File: config.mk
export PLATFORM = sky130hd
export DESIGN_NAME = ftdt_queue
export DESIGN_NICKNAME = d
export VERILOG_FILES = /design/src/rtl/ftdt_pkg.sv /design/src/rtl/ftdt_queue.sv
export SDC_FILE = /design/constraint.sdc
export NUM_CORES = 1
export LEC_CHECK = 0
export BUFFER_PORTS_ARGS = -buffer_cell sky130_fd_sc_hd__buf_2
export CORE_ASPECT_RATIO = 0.5
export CORE_MARGIN = 2
export CORE_UTILIZATION = 56
export CTS_CLUSTER_SIZE = 40
export DETAILED_ROUTE_END_ITERATION = 10
export GPL_ROUTABILITY_DRIVEN = 1
export HOLD_SLACK_MARGIN = 0.02
export PLACE_DENSITY = 0.92
export SLEW_MARGIN = 20
export SYNTH_ARGS = -nofsm -noshare
export SYNTH_HDL_FRONTEND = slang
export SYNTH_SLANG_ARGS = --single-unit
export TNS_END_PERCENT = 1
File: constraint.sdc
create_clock -name clk -period 6.19 [get_ports clk]
set_clock_uncertainty 0.2 [all_clocks]
set_input_delay 0.619 -clock clk [delete_from_list [all_inputs] [get_ports clk]]
set_output_delay 0.619 -clock clk [all_outputs]
set_load 0.005 [all_outputs]
File: src/rtl/ftdt_pkg.sv
`timescale 1ns / 1ps
`default_nettype none

package ftdt_pkg;

	// Result status codes.
	typedef enum logic [1:0] {
		STATUS_OK    = 2'd0,
		STATUS_LARGE = 2'd1,
		STATUS_SMALL = 2'd2
	} status_t;

	localparam int MAX_FRACTION_DIGITS = 32;
	localparam int QUEUE_DEPTH = 2;
	localparam int QPTR_W = $clog2(QUEUE_DEPTH);
	localparam int QCNT_W = $clog2(QUEUE_DEPTH + 1);

	localparam int INT_W = 31;
	localparam int FRAC_W = 24;
	localparam int INT_DIGITS = 10;
	localparam int NDIG_W = 4;
	localparam int LEN_W = 5;

	// Biased exponent limits.
	localparam logic [7:0] EXP_BIAS_M1 = 8'd126;
	localparam logic [7:0] EXP_TOO_LARGE = 8'd158;
	localparam logic [7:0] EXP_TOO_SMALL = 8'd104;

	localparam logic [FRAC_W-1:0] HIDDEN_BIT = 24'h800000;

	// Reciprocal of ten for a 32-bit dividend: q = (v * RECIP10) >> 35.
	localparam logic [31:0] RECIP10 = 32'hCCCC_CCCD;
	localparam int RECIP10_SHIFT = 35;

	localparam logic [7:0] CHAR_ZERO = 8'h30;
	localparam logic [7:0] CHAR_POINT = 8'h2E;
	localparam logic [7:0] CHAR_MINUS = 8'h2D;

	// One classified number waiting between the front and the back.
	typedef struct packed {
		logic                sign_show;
		status_t             status;
		logic [INT_W-1:0]    int_val;
		logic [FRAC_W-1:0]   frac_rem;
		logic [LEN_W-1:0]    frac_digits;
	} job_t;

endpackage

`default_nettype wire

File: src/rtl/ftdt_queue.sv
`timescale 1ns / 1ps
`default_nettype none

module ftdt_queue (
	input  wire logic            clk,
	input  wire logic            arst_n,
	input  wire logic            wr_en,
	input  wire ftdt_pkg::job_t  wr_job,
	output logic                 q_full,
	input  wire logic            rd_en,
	output ftdt_pkg::job_t       rd_job,
	output logic                 q_empty
);

	ftdt_pkg::job_t                  mem [ftdt_pkg::QUEUE_DEPTH];
	logic [ftdt_pkg::QPTR_W-1:0]     wr_ptr_q;
	logic [ftdt_pkg::QPTR_W-1:0]     rd_ptr_q;
	logic [ftdt_pkg::QCNT_W-1:0]     count_q;

	assign q_full  = (count_q == ftdt_pkg::QCNT_W'(ftdt_pkg::QUEUE_DEPTH));
	assign q_empty = (count_q == '0);
	assign rd_job  = mem[rd_ptr_q];

	always_ff @(posedge clk) begin
		if (wr_en) begin
			mem[wr_ptr_q] <= wr_job;
		end
	end

	always_ff @(posedge clk or negedge arst_n) begin
		if (!arst_n) begin
			wr_ptr_q <= '0;
			rd_ptr_q <= '0;
			count_q  <= '0;
		end else begin
			if (wr_en) begin
				wr_ptr_q <= (wr_ptr_q == ftdt_pkg::QPTR_W'(ftdt_pkg::QUEUE_DEPTH - 1)) ?
				            '0 : wr_ptr_q + 1'b1;
			end
			if (rd_en) begin
				rd_ptr_q <= (rd_ptr_q == ftdt_pkg::QPTR_W'(ftdt_pkg::QUEUE_DEPTH - 1)) ?
				            '0 : rd_ptr_q + 1'b1;
			end
			if (wr_en && !rd_en) begin
				count_q <= count_q + 1'b1;
			end else if (rd_en && !wr_en) begin
				count_q <= count_q - 1'b1;
			end
		end
	end

endmodule

`default_nettype wire

==> results.json <==
{
  "grt_pass1_vias": 2641,
  "dr.pass1.iters": 4,
  "synth_cell_types": 13,
  "status": "finished, final reports clean",
  "cts.path.max_buffers": 2,
  "hold_class": "input pin to flop",
  "syn_area_sq_um": 5030,
  "synth_area_per_cell_sq_um": 23.7,
  "numCtsBuffers": 17,
  "worst_setup_path_start_kind": "flop",
  "period_share": 0.465,
  "grt_usage": 0.179,
  "num_io_pins": 132,
  "period_minus_slack_ns": 2.88,
  "grt_overflow": 0,
  "final_common_cell": "buf_2",
  "hold_ws_ns": 0.202,
  "ys_seq_elements": 130,
  "drc": 0,
  "core_area_sq_um": 8710,
  "final_cell_mix": "131 x buf_2, 126 x edfxtp_1, 59 x mux2_4, 17 x clkbuf_16, 6 x clkbuf_1",
  "path_max_fanout": 33,
  "dp_hpwl_mm": 5.70,
  "powerDensity_nw_per_um2": 464,
  "finalHoldViolations": 0,
  "drv_cap": 0,
  "ctsResizeCount": 0,
  "worst_pin_slew_ns": 0.814,
  "cts.sinks": 130,
  "grt_pass1_wl_mm": 13.1,
  "endpoint_kind": "primary output",
  "peakVddDrop_v": 0.000252,
  "vias": 2426,
  "rsz0062_at_grt": "false",
  "rows": 24,
  "synth_warnings": 0,
  "fin_util": 0.720,
  "ant_nets": 0,
  "n_antenna_cell": 0,
  "leakagePower_nw": 2.57,
  "worstPathArrival_ns": 2.06,
  "final_net_count": 427,
  "layout-drive-gt1-share": 0.597,
  "postSynthCellCount": 212,
  "cts_root_buf": "clkbuf_16",
  "grt_max_degree": 65,
  "syn_nets": 280,
  "yosysSeqAreaShare": 0.772,
  "p_total_mw": 2.91,
  "clkLatencyLatePin_ns": 0.39,
  "die_w_um": 138,
  "wl_mm": 8.62,
  "gp_congestion": 0.786,
  "die_h_um": 71.0,
  "relSlewSlack": 0.456,
  "htree_levels": 4,
  "die_area_sq_um": 9810,
  "worstPathRequired_ns": 5.37,
  "via_per_inst": 4.96,
  "max_freq_mhz": 347,
  "drt_iter0_markers": 117,
  "portBuffers": 131,
  "drv_slew": 0,
  "cts.clk_slew.worst_paths_ns": 0.06,
  "area_growth_pct": 24.7,
  "tritoncts": "built",
  "finalSetupTns_ns": 0,
  "initial_core_util": 0.578,
  "finalSetupViolCount": 0,
  "wl_per_cell_um": 17.6,
  "worstSetupPathType": "flop to primary output",
  "grt_antenna_before_repair": 0
}
area by class of cell:
cell class	count	area [sq um]
Clock inverter	9	65.1
Sequential cell	130	3890
Tap cell	117	146
Timing Repair Buffer	135	701
Multi-Input combinational cell	74	1020
Clock buffer	23	448
Fill cell	542	2430
Inverter	1	3.75
per-stage QoR:
stage	instances	area [sq um]	worst slack [ns]
final	489	6270	3.31
after CTS	488	6250	3.15
after floorplan	212	5030	2.11
after global placement	455	5730	3.63
after global routing	489	6270	3.24
after detailed placement	455	5730	3.58
Yosys cell counts:
cell      number  area (sq um)
nor2b_1        2          12.5
buf_12         6           120
xnor2_1        1          8.76
edfxtp_1     126          3780
xor2_1         4          35.0
nor2_1         2          7.51
mux2_2         4          45.0
dfrtp_1        4           100
inv_1          1          3.75
buf_6          1          11.3
ha_1           1          12.5
mux2_4        59           886
and2_1         1          6.26
worst paths after layout:
check / slack [ns] / end / from / depth (start not counted)
setup / recovery: 3.31 / rd_job[52] / rd_ptr_q / 3
hold reg to reg: 0.32 / count_q[1] / count_q[1] / 1
min in group asynchronous: 0.35 / rd_ptr_q / arst_n / 2
setup reg to reg: 3.97 / mem[0][4] / wr_ptr_q / 2
hold / removal: 0.20 / mem[1][25] / wr_job[25] / 1
max in group asynchronous: 5.30 / rd_ptr_q / arst_n / 2
per-layer routing:
layer | wire, um | vias up | global-route usage
met5 | 0 | - | 0
met1 | 3290 | 1221 | 0.190
met4 | 149 | 0 | 0.0930
met2 | 4870 | 60 | 0.336
li1 | - | 1130 | -
met3 | 304 | 15 | 0.0494
repair_timing:
item                                   CTS  global route
endpoints found under the hold margin    4             0
buffers inserted                         0             0
hold buffers                             1             0
power breakdown:
| group | internal [mW] | switching (mW) | total, mW | leakage [nW] |
|---|---|---|---|---|
| clock | 0.543 | 0.326 | 0.869 | 0.253 |
| combinational | 0.446 | 0.312 | 0.758 | 1.09 |
| sequential | 1.17 | 0.109 | 1.28 | 1.23 |
kinds of logic after synthesis:
kind of cell / synth area share
flip-flops: 0.772
multiplexers: 0.185
buffers and inverters: 0.0269
XOR/XNOR: 0.00870
AND/OR/NAND/NOR: 0.00522
adder cells (fa/ha/maj): 0.00249
critical path: stages (launching register included):
cell and delay (ns):
dfrtp_4 0.81, buf_12 0.34, mux2_4 0.33, buf_2 0.13
sequential cells by signal, indices dropped and copies added (netlist names):
name      cells
wr_ptr_q      1
mem         126
count_q       2
rd_ptr_q      1
No activity file was read; power rests on OpenSTA's default activity.
