==> src/rtl/ftdt_pkg.sv <==
`timescale 1ns / 1ps
`default_nettype none

package ftdt_pkg;

	// Result status codes.
	typedef enum logic [1:0] {
		STATUS_OK    = 2'd0,
		STATUS_LARGE = 2'd1,
		STATUS_SMALL = 2'd2
	} status_t;

	localparam int MAX_FRACTION_DIGITS = 32;
	localparam int QUEUE_DEPTH = 2;
	localparam int QPTR_W = $clog2(QUEUE_DEPTH);
	localparam int QCNT_W = $clog2(QUEUE_DEPTH + 1);

	localparam int INT_W = 31;
	localparam int FRAC_W = 24;
	localparam int INT_DIGITS = 10;
	localparam int NDIG_W = 4;
	localparam int LEN_W = 5;

	// Biased exponent limits.
	localparam logic [7:0] EXP_BIAS_M1 = 8'd126;
	localparam logic [7:0] EXP_TOO_LARGE = 8'd158;
	localparam logic [7:0] EXP_TOO_SMALL = 8'd104;

	localparam logic [FRAC_W-1:0] HIDDEN_BIT = 24'h800000;

	// Reciprocal of ten for a 32-bit dividend: q = (v * RECIP10) >> 35.
	localparam logic [31:0] RECIP10 = 32'hCCCC_CCCD;
	localparam int RECIP10_SHIFT = 35;

	localparam logic [7:0] CHAR_ZERO = 8'h30;
	localparam logic [7:0] CHAR_POINT = 8'h2E;
	localparam logic [7:0] CHAR_MINUS = 8'h2D;

	// One classified number waiting between the front and the back.
	typedef struct packed {
		logic                sign_show;
		status_t             status;
		logic [INT_W-1:0]    int_val;
		logic [FRAC_W-1:0]   frac_rem;
		logic [LEN_W-1:0]    frac_digits;
	} job_t;

endpackage

`default_nettype wire

==> src/rtl/ftdt_front.sv <==
`timescale 1ns / 1ps
`default_nettype none

module ftdt_front (
	input  wire logic [31:0] float_bits,
	output ftdt_pkg::job_t   job
);

	logic [7:0]                    expo;
	logic [ftdt_pkg::FRAC_W-1:0]   mant;
	logic [54:0]                   wide;
	logic [ftdt_pkg::FRAC_W-1:0]   rem;
	logic [4:0]                    tz;
	logic                          is_zero;

	assign expo = float_bits[30:23];
	assign mant = ftdt_pkg::HIDDEN_BIT | {1'b0, float_bits[22:0]};
	assign is_zero = (float_bits[30:0] == 31'd0);

	// Fixed point with 24 fraction bits: left shift for exponents of -1 and
	// above, truncating right shift below that.
	always_comb begin
		if (expo >= ftdt_pkg::EXP_BIAS_M1) begin
			wide = {31'd0, mant} << 5'(expo - ftdt_pkg::EXP_BIAS_M1);
		end else begin
			wide = {31'd0, mant >> 5'(ftdt_pkg::EXP_BIAS_M1 - expo)};
		end
	end

	assign rem = wide[ftdt_pkg::FRAC_W-1:0];

	// The fraction needs one digit per bit from its lowest set bit upward.
	always_comb begin
		tz = 5'd0;
		for (int i = ftdt_pkg::FRAC_W - 1; i >= 0; i--) begin
			if (rem[i]) begin
				tz = 5'(i);
			end
		end
	end

	always_comb begin
		job.sign_show   = 1'b0;
		job.status      = ftdt_pkg::STATUS_OK;
		job.int_val     = '0;
		job.frac_rem    = '0;
		job.frac_digits = 5'd1;
		if (is_zero) begin
			job.status = ftdt_pkg::STATUS_OK;
		end else if (expo >= ftdt_pkg::EXP_TOO_LARGE) begin
			job.status = ftdt_pkg::STATUS_LARGE;
		end else if (expo < ftdt_pkg::EXP_TOO_SMALL) begin
			job.status = ftdt_pkg::STATUS_SMALL;
		end else begin
			job.sign_show = float_bits[31];
			job.int_val   = wide[54:24];
			job.frac_rem  = rem;
			if (rem != '0) begin
				job.frac_digits = 5'(ftdt_pkg::FRAC_W) - tz;
			end
		end
	end

endmodule

`default_nettype wire

==> config.mk <==
export PLATFORM = sky130hd
export DESIGN_NAME = ftdt_front
export DESIGN_NICKNAME = d
export VERILOG_FILES = /design/src/rtl/ftdt_pkg.sv /design/src/rtl/ftdt_front.sv
export SDC_FILE = /design/constraint.sdc
export NUM_CORES = 1
export LEC_CHECK = 0
export ABC_AREA = 1
export ABC_CLOCK_PERIOD_IN_PS = 3660
export CORE_MARGIN = 3
export CORE_UTILIZATION = 50
export DETAILED_ROUTE_END_ITERATION = 8
export DONT_BUFFER_PORTS = 1
export MAX_ROUTING_LAYER = met4
export PLACE_DENSITY = 0.75
export SLEW_MARGIN = 20
export SYNTH_ARGS = -nofsm -noshare
export SYNTH_HDL_FRONTEND = slang
export SYNTH_SLANG_ARGS = --single-unit
==> constraint.sdc <==
create_clock -name vclk -period 3.66
set_input_delay 0 -clock vclk [all_inputs]
set_output_delay 0 -clock vclk [all_outputs]
set_load 0.02 [all_outputs]
==> results of run 1 <==
==> cell type report <==
class	instances	area, um^2
Tap cell	96	120
Fill cell	799	3290
Inverter	67	256
Multi-Input combinational cell	642	3130
Timing Repair Buffer	14	109
==> final timing paths <==
path,startpoint,to,slack [ns],cells after the start
max,float_bits[23],job[4],0.50,36
min,float_bits[31],job[62],0.14,2
==> stage by stage <==
stage / power (W) / util, % / area (um^2) / cells / setup WS [ns]
after floorplan: 0.000647 / - / 3610 / 755 / 0.229
after global placement: 0.000794 / 52.0 / 3590 / 819 / 0.276
after detailed placement: 0.000798 / 52.0 / 3590 / 819 / 0.392
after CTS: 0.000801 / 52.0 / 3590 / 819 / 0.355
after global routing: 0.000913 / 52.4 / 3620 / 819 / 0.0578
final: 0.000825 / 52.4 / 3620 / 819 / 0.502
==> per-layer routing <==
metal	routed length, um	GRT usage (%)	vias to the layer above
met1	6130	45.1	2237
met4	520	10.8	0
met3	1070	3.40	43
li1	-	-	2455
met2	6760	55.5	265
met5	0	-	-
==> power groups by stage <==
stage / clock (W) / sequential, W / combinational, W
floorplan: 0 / 0 / 0.000647
global placement: 0 / 0 / 0.000794
detailed placement: 0 / 0 / 0.000798
CTS: 0 / 0 / 0.000801
global route: 0 / 0 / 0.000913
finish: 0 / 0 / 0.000825
==> worst max-delay path, delay by kind of cell <==
family                     cells  cell delay (ns)
and+or+nand+nor               30             1.93
AOI/OAI and AO/OA              2             0.54
buffers and inverters          3             0.50
adders and majority gates      1             0.17
==> cells by family after synthesis <==
group	count (synthesis)	share of synthesized area [%]
AOI/OAI and AO/OA	172	26.8
xor gates and xnor gates	3	1.66
adders and majority gates	8	2.77
buffers and inverters	113	13.8
muxes	11	3.05
and+or+nand+nor	448	51.9
==> synthesized netlist by cell type, drive strengths merged (2+ instances only) <==
library cell and n:
nand4 4, nand2 248, clkbuf 15, ha 8, o221ai 4, a31oi 11, nor2 89, nor3 5
mux2i 11, a21oi 45, o21ai 91, buf 31, o211ai 10, a22oi 2, nand3 94, inv 66
nor4 5, a211oi 5, xor2 3
==> summary.md, run 1 <==
| Metric | Value |
|---|---|
| Status | completed |
| Syn. warnings | 0 |
| First-pass GRT wire length | around 23,000 um |
| Mapped cell area | between 3000 and 4000 um^2 |
| Congestion Overflow GR | 0 |
| CP startpoint kind | primary input |
| Critical path endpoint category | output pin |
| Net Sw Frac | between 70% and 80% |
| Antenna cells | 0 |
| Max stage delay cell, worst path | a31oi_1 |
| Max-slew violations | 0 |
| Critical Path Max Stage Delay | between 0.3 and 0.4 ns |
| Routability cong. | about 1.1 |
| Switching Power | ~0.00059 W |
| Most common cell after layout, fill and taps aside | nand2_1 |
| Max-cap violations | 0 |
| Hpwl dp | between 10,000 and 15,000 um |
| Register Area | 0 um^2 |
| Final period utilization | between 80% and 90% |
| Pwr Density | 228 nW/um^2 |
| Max-slew headroom | approximately 44% |
| Maximum number of pins on one net before global-route repair | 60 |
| Vias | 5,000 |
| Syn-to-layout area delta | 0.173% |
| Hold-fix buffers at CTS | 0 |
| Min Tclk post-route | between 3 and 4 ns |
| Vias in the first global route | between 4,000 and 5,000 |
| Post-synth top area share | 25.3% |
| P_int | 0.000234 W |
| Crit Path Category | in -> out |
| Post-Syn Area per Cell | approximately 4.8 um^2 |
| Post-synth cell types | 43 |
| I/O Buffers | 0 |
| Endpoints failing setup | 0 |
| Post_cts resized | 0 |
| Max Fanout on Critical Path | 59 |
| Vias/cell | ~6.1 |
| Leak | between 1.5 and 2 nW |
| Ratio of cells with drive above 1 in the final layout | approximately 5.5% |
| Worst vdd ir | 0.0000928 V |
| Overall Global Routing Usage | about a third |
| Setup repair bufs after CTS | 0 |
| Router iterations before antenna repair | 5 |
| Syn nets | 795 |
| Most used cell along the critical path | nand2_1 |
| Antenna violations before repair | 0 |
| Chip height | just over 90 um |
| Clkbuf count | 0 |
| Post-Route WL | about 14,000 um |
| Commonest non-fill, non-tap cells in the layout | nand2_1 (243), nand3_1 (94), nor2_1 (87) |
| Ports | 95 |
| Sequential fraction of the synthesis area | 0% |
| Hold WC Path Type | in -> out |
| FP Rows | 30 |
| Core area | about 7000 um^2 |
| RSZ-0062 raised after global routing | false |
| Top cells by area, synth | nand2_1 (25%), nand3_1 (13%), o21ai_0 (11%) |
| # DRC | 0 |
| Final net count | ~770 |
| Die W | a little over 90 um |
| Post-route setup TNS | 0 ns |
| Comb pwr share | 100.0% |
| Critical path arrival | ~3.2 ns |
| Hold Vio Cnt, Final | 0 |
| 1st-iter DRT viols | ~430 |
| Synth area leader | nand2_1 |
| Sequential cell count | 0 |
| Routed length per instance | approximately 18 um |
| Mapped Cells | about 760 |
| Crit path required time | ~3.7 ns |
| Initial Utilization | a little over half |
| Worst hold slack | around 0.14 ns |
| Worst Tran Pin Value | a little over 0.8 ns |
| Post-DRT Antenna Nets | 0 |
| Die area | just over 8000 um^2 |
| Clock power frac | 0% |
| Achievable Freq | 317 MHz |
| Sequential Power Share | 0% |
(Power assumes the default switching activity.)
==> inputs of run 2 (changes only) <==
--- a/config.mk
+++ b/config.mk
@@ -12,7 +12,6 @@
 export DETAILED_ROUTE_END_ITERATION = 8
 export DONT_BUFFER_PORTS = 1
 export MAX_ROUTING_LAYER = met4
-export PLACE_DENSITY = 0.75
 export SLEW_MARGIN = 20
 export SYNTH_ARGS = -nofsm -noshare
 export SYNTH_HDL_FRONTEND = slang
==> summary.md, run 2 (same netlist as run 1, synthesis figures left out) <==
| Metric | Value |
|---|---|
| Min Tclk post-route | 3.23 ns (was 3.16 ns) |
| Routed length per instance | 17.4 um (was 17.7 um) |
| Most used cell along the critical path | nand2_1 (unchanged) |
| Max-slew violations | 0 (unchanged) |
| Vias in the first global route | 4,414 (was 4,389) |
| Sequential cell count | 0 (unchanged) |
| Maximum number of pins on one net before global-route repair | 60 (unchanged) |
| Congestion Overflow GR | 0 (unchanged) |
| Overall Global Routing Usage | 33.9% (was 34.3%) |
| Commonest non-fill, non-tap cells in the layout | nand2_1 (240), nand3_1 (94), nor2_1 (87) (was nand2_1 (243), nand3_1 (94), nor2_1 (87)) |
| Die area | 8270 um^2 (unchanged) |
| I/O Buffers | 0 (unchanged) |
| Die W | 91.0 um (unchanged) |
| Router iterations before antenna repair | 5 (unchanged) |
| FP Rows | 30 (unchanged) |
| First-pass GRT wire length | 22,500 um (was 22,800 um) |
| Post-Route WL | 14,500 um (about the same) |
| Post-DRT Antenna Nets | 0 (unchanged) |
| Ratio of cells with drive above 1 in the final layout | 8.13% (was 5.53%) |
| Max-slew headroom | 47.8% (was 44.5%) |
| Status | completed (unchanged) |
| Multi-input gate area | 3140 um^2 (was 3130 um^2) |
| Final net count | 780 (was 765) |
| Max Fanout on Critical Path | 59 (unchanged) |
| Max-cap violations | 0 (unchanged) |
| Endpoints failing setup | 0 (unchanged) |
| Critical path endpoint category | output pin (unchanged) |
| # DRC | 0 (unchanged) |
| Final period utilization | 88.2% (was 86.3%) |
| Most common cell after layout, fill and taps aside | nand2_1 (unchanged) |
| Antenna cells | 0 (unchanged) |
| Syn-to-layout area delta | 3.92% (was 0.173%) |
| Placed cell count | 822 (was 819) |
| Vias/cell | 6.03 (was 6.11) |
| Core area | 6910 um^2 (unchanged) |
| Hold Vio Cnt, Final | 0 (unchanged) |
| Hold WC Path Type | in -> out (unchanged) |
| Leak | 1.84 nW (was 1.78 nW) |
| Worst vdd ir | 0.0000859 V (was 0.0000928 V) |
| Layout fillers | 796 (was 799) |
| Pwr Density | 226 nW/um^2 (was 228 nW/um^2) |
| Power, Total | 0.000849 W (was 0.000825 W) |
| Crit Path Category | in -> out (unchanged) |
| Chip height | 91.0 um (unchanged) |
| Worst hold path endpoint | job[62] (unchanged) |
| CP startpoint kind | primary input (unchanged) |
| Max stage delay cell, worst path | buf_4 (was a31oi_1) |
| Initial Utilization | 52.3% (unchanged) |
| Hpwl dp | 11,500 um (was 11,600 um) |
| Clkbuf count | 0 (unchanged) |
| Antenna violations before repair | 0 (unchanged) |
| Register Area | 0 um^2 (unchanged) |
| Hold Path Cell Cnt | 2 (unchanged) |
| Ports | 95 (unchanged) |
| Critical path arrival | 3.23 ns (was 3.16 ns) |
| Achievable Freq | 310 MHz (was 317 MHz) |
| Hold path startpoint | float_bits[31] (unchanged) |
| 1st-iter DRT viols | 436 (was 428) |
| Routability cong. | 1.07 (was 1.11) |
| Critical Path Max Stage Delay | 0.31 ns (about the same) |
| Worst Tran Pin Value | 0.778 ns (was 0.829 ns) |
| Vias | 5,029 (was 5,000) |
| Post-Layout Cell Count | 834 (was 819) |
| Crit path required time | 3.66 ns (about the same) |
[run 2: changes by cell type in the layout (fill, tap and decap cells not counted), sizes merged]
cell / before / now
buf: 14 / 28
clkinvlp: 0 / 3
inv: 66 / 64
[run 2: timing repair]
| item | 4_1_cts | 5_1_grt |
|---|---|---|
| endpoints found under the setup margin | 0 | 4 |
| endpoints found under the hold margin | 0 | 0 |
| resized for setup | 0 | 14 |
| setup buffers | 0 | 11 |
| hold buffers | 0 | 0 |
[run 2: worst max-delay path: cells and delay by family]
| kind | cells | cell delay (ns) |
|---|---|---|
| simple gates | 28 | 2.00 |
| buf+inv | 2 | 0.51 |
| fa+ha+maj | 2 | 0.40 |
| compound gates | 2 | 0.31 |
[run 2: worst max path at each step]
stage,from,end,slack (ns),depth (start not counted)
final,float_bits[23],job[4],0.43,34
after global routing,float_bits[25],job[4],-0.02,37
after CTS,float_bits[23],job[4],0.15,31
after detailed placement,float_bits[23],job[4],0.17,31
after global placement,float_bits[23],job[4],0.22,31
after floorplan,float_bits[24],job[4],0.23,35
[run 2: cell type report]
type / count / area share, %
tap: 96 / 3.20
inverter: 67 / 7.10
multi-input combinational: 642 / 83.7
timing repair inverter: 1 / 0.133
timing repair buffer: 28 / 5.90
[run 2: through the flow]
step	cell area, um^2	setup slack, ns	hold WS [ns]	TNS (ns)	util (%)
after floorplan	3610	0.229	0.135	0	-
after global placement	3610	0.218	0.140	0	52.3
after detailed placement	3610	0.170	0.142	0	52.3
after CTS	3610	0.153	0.142	0	52.3
after global routing	3750	-0.0219	0.169	-0.0219	54.3
final	3750	0.432	0.141	0	54.3
[run 2: report_power, final]
| part | switching [W] | internal [W] | total [W] |
|---|---|---|---|
| Clock | 0 | 0 | 0 |
| Sequential | 0 | 0 | 0 |
| Combinational | 0.000596 | 0.000253 | 0.000849 |
[run 2: metal layers]
layer / vias to the layer above / GRT usage (%) / routed length, um / share of wire [%]
li1: 2490 / - / - / -
met1: 2247 / 44.1 / 5960 / 41
met2: 260 / 54.9 / 6690 / 46
met3: 32 / 5.22 / 1380 / 9.5
met4: 0 / 8.42 / 445 / 3.1
met5: - / - / 0 / 0
==> inputs of run 3 (changes only) <==
--- a/config.mk
+++ b/config.mk
@@ -11,7 +11,6 @@
 export CORE_UTILIZATION = 50
 export DETAILED_ROUTE_END_ITERATION = 8
 export DONT_BUFFER_PORTS = 1
-export MAX_ROUTING_LAYER = met4
 export SLEW_MARGIN = 20
 export SYNTH_ARGS = -nofsm -noshare
 export SYNTH_HDL_FRONTEND = slang
==> summary.md, run 3 (same netlist as run 1, synthesis figures left out) <==
| Metric | Value |
|---|---|
| Hold Vio Cnt, Final | 0 (unchanged) |
| Post_cts resized | 0 (unchanged) |
| RSZ-0062 raised after global routing | false |
| P_int | 0.000236 W (was 0.000253 W) |
| Comb pwr share | 100.0% (about the same) |
| Post-Route WL | 14,200 um (was 14,500 um) |
| Crit path required time | 3.66 ns (about the same) |
| Core area | 6910 um^2 (unchanged) |
| Final period utilization | 90.9% (was 88.2%) |
| Vias | 4,903 (was 5,029) |
| Vias/cell | 5.96 (was 6.03) |
| Worst hold path endpoint | job[62] (unchanged) |
| Most used cell along the critical path | nand2_1 (unchanged) |
| Maximum number of pins on one net before global-route repair | 60 (unchanged) |
| Leak | 1.79 nW (was 1.84 nW) |
| Commonest non-fill, non-tap cells in the layout | nand2_1 (243), nand3_1 (94), nor2_1 (87) (was nand2_1 (240), nand3_1 (94), nor2_1 (87)) |
| Die area | 8270 um^2 (unchanged) |
| Register Area | 0 um^2 (unchanged) |
| Status | completed (unchanged) |
| Clock power frac | 0% (about the same) |
| Switching Power | 0.000583 W (was 0.000596 W) |
| Crit Path Category | in -> out (unchanged) |
| Die W | 91.0 um (unchanged) |
| Min Tclk post-route | 3.33 ns (was 3.23 ns) |
| Gr busiest metal | met2 (unchanged) |
| Met3 GRT Util | 5.22% (unchanged) |
| Final net count | 768 (was 780) |
| Hold-fix buffers at CTS | 0 (unchanged) |
| Max-slew headroom | 48.7% (was 47.8%) |
| Setup repair bufs after CTS | 0 (unchanged) |
| Endpoints failing setup | 0 (unchanged) |
| Hold WC Path Type | in -> out (unchanged) |
| Max Fanout on Critical Path | 59 (unchanged) |
| Post-route setup TNS | 0 ns (unchanged) |
| First-pass GRT wire length | 22,300 um (was 22,500 um) |
| # DRC | 0 (unchanged) |
| Antenna cells | 0 (unchanged) |
| Sequential cell count | 0 (unchanged) |
| FP Rows | 30 (unchanged) |
| Ports | 95 (unchanged) |
| Vias in the first global route | 4,457 (was 4,414) |
| Overall Global Routing Usage | 32.6% (was 33.9%) |
| Hold path startpoint | float_bits[31] (unchanged) |
| Hold Path Cell Cnt | 2 (unchanged) |
| Critical path arrival | 3.33 ns (was 3.23 ns) |
| Critical Path Max Stage Delay | 0.27 ns (was 0.31 ns) |
| Clkbuf count | 0 (unchanged) |
| Worst vdd ir | 0.0000836 V (was 0.0000859 V) |
| Antenna violations before repair | 0 (unchanged) |
| Max-slew violations | 0 (unchanged) |
| Routability cong. | 1.01 (was 1.07) |
| Layout fillers | 854 (was 796) |
| Critical path endpoint category | output pin (unchanged) |
| Net Sw Frac | 71.2% (was 70.2%) |
| Congestion Overflow GR | 0 (unchanged) |
| Routed length per instance | 17.3 um (was 17.4 um) |
| Router iterations before antenna repair | 6 (was 5) |
| Sequential Power Share | 0% (about the same) |
| Max stage delay cell, worst path | o21ai_0 (was buf_4) |
| Pwr Density | 225 nW/um^2 (was 226 nW/um^2) |
| Routing usage on met1 | 43.4% (was 44.1%) |
| Worst Tran Pin Value | 0.765 ns (was 0.778 ns) |
| Initial Utilization | 52.3% (unchanged) |
| Placed cell count | 822 (unchanged) |
| Achievable Freq | 300 MHz (was 310 MHz) |
| 1st-iter DRT viols | 547 (was 436) |
| Met2 usage | 55.5% (was 54.9%) |
| Post-DRT Antenna Nets | 0 (unchanged) |
| Max-cap violations | 0 (unchanged) |
| Chip height | 91.0 um (unchanged) |
| Post-Layout Cell Count | 822 (was 834) |
| Hpwl dp | 11,600 um (was 11,500 um) |
| Ratio of cells with drive above 1 in the final layout | 5.92% (was 8.13%) |
| I/O Buffers | 0 (unchanged) |
| Syn-to-layout area delta | 0.693% (was 3.92%) |
| CP startpoint kind | primary input (unchanged) |
| Most common cell after layout, fill and taps aside | nand2_1 (unchanged) |
-- run 3: cell count changes in the layout (fill, tap and decap cells not counted), sizes merged --
cell,delta
inv,+2
buf,-11
clkinvlp,-3
-- run 3: worst max-delay path: cells and delay by family --
family          cells  cell delay, ns
fa+ha+maj           1            0.16
compound gates      3            0.56
buf+inv             4            0.66
simple gates       28            1.94
-- run 3: power by group through the flow --
stage / combinational, W / clock [W] / sequential [W]
3_3_place_gp: 0.000793 / 0 / 0
5_1_grt: 0.000914 / 0 / 0
4_1_cts: 0.000800 / 0 / 0
2_1_floorplan: 0.000647 / 0 / 0
6_report: 0.000820 / 0 / 0
3_5_place_dp: 0.000797 / 0 / 0
-- run 3: layer usage --
| layer | vias up | part of all wire [%] |
|---|---|---|
| met2 | 253 | 47 |
| met5 | - | 0 |
| met4 | 0 | 2.2 |
| li1 | 2462 | - |
| met1 | 2167 | 42 |
| met3 | 21 | 9.2 |
-- run 3: per-stage QoR --
stage	setup WS, ns	total power, W	hold WS, ns	util (%)	cell area (um^2)
2_1_floorplan	0.229	0.000647	0.135	-	3610
3_3_place_gp	0.231	0.000793	0.140	52.3	3610
3_5_place_dp	0.274	0.000797	0.141	52.3	3610
4_1_cts	0.238	0.000800	0.141	52.3	3610
5_1_grt	0.00667	0.000914	0.159	52.6	3630
6_report	0.332	0.000820	0.140	52.6	3630
-- run 3: area by class of cell --
type                            instances  area [um^2]  share of cell area [%]
Timing Repair Buffer                   17          128                    3.51
Inverter                               67          256                    7.06
Tap cell                               96          120                    3.30
Multi-Input combinational cell        642         3130                    86.1
-- run 3: worst max path at each step --
stage	endpoint	cells past startpoint	from	slack (ns)
floorplan	job[4]	35	float_bits[24]	0.23
global placement	job[4]	31	float_bits[23]	0.23
detailed placement	job[4]	31	float_bits[23]	0.27
CTS	job[4]	31	float_bits[23]	0.24
global route	job[4]	36	float_bits[23]	0.007
finish	job[4]	36	float_bits[23]	0.33
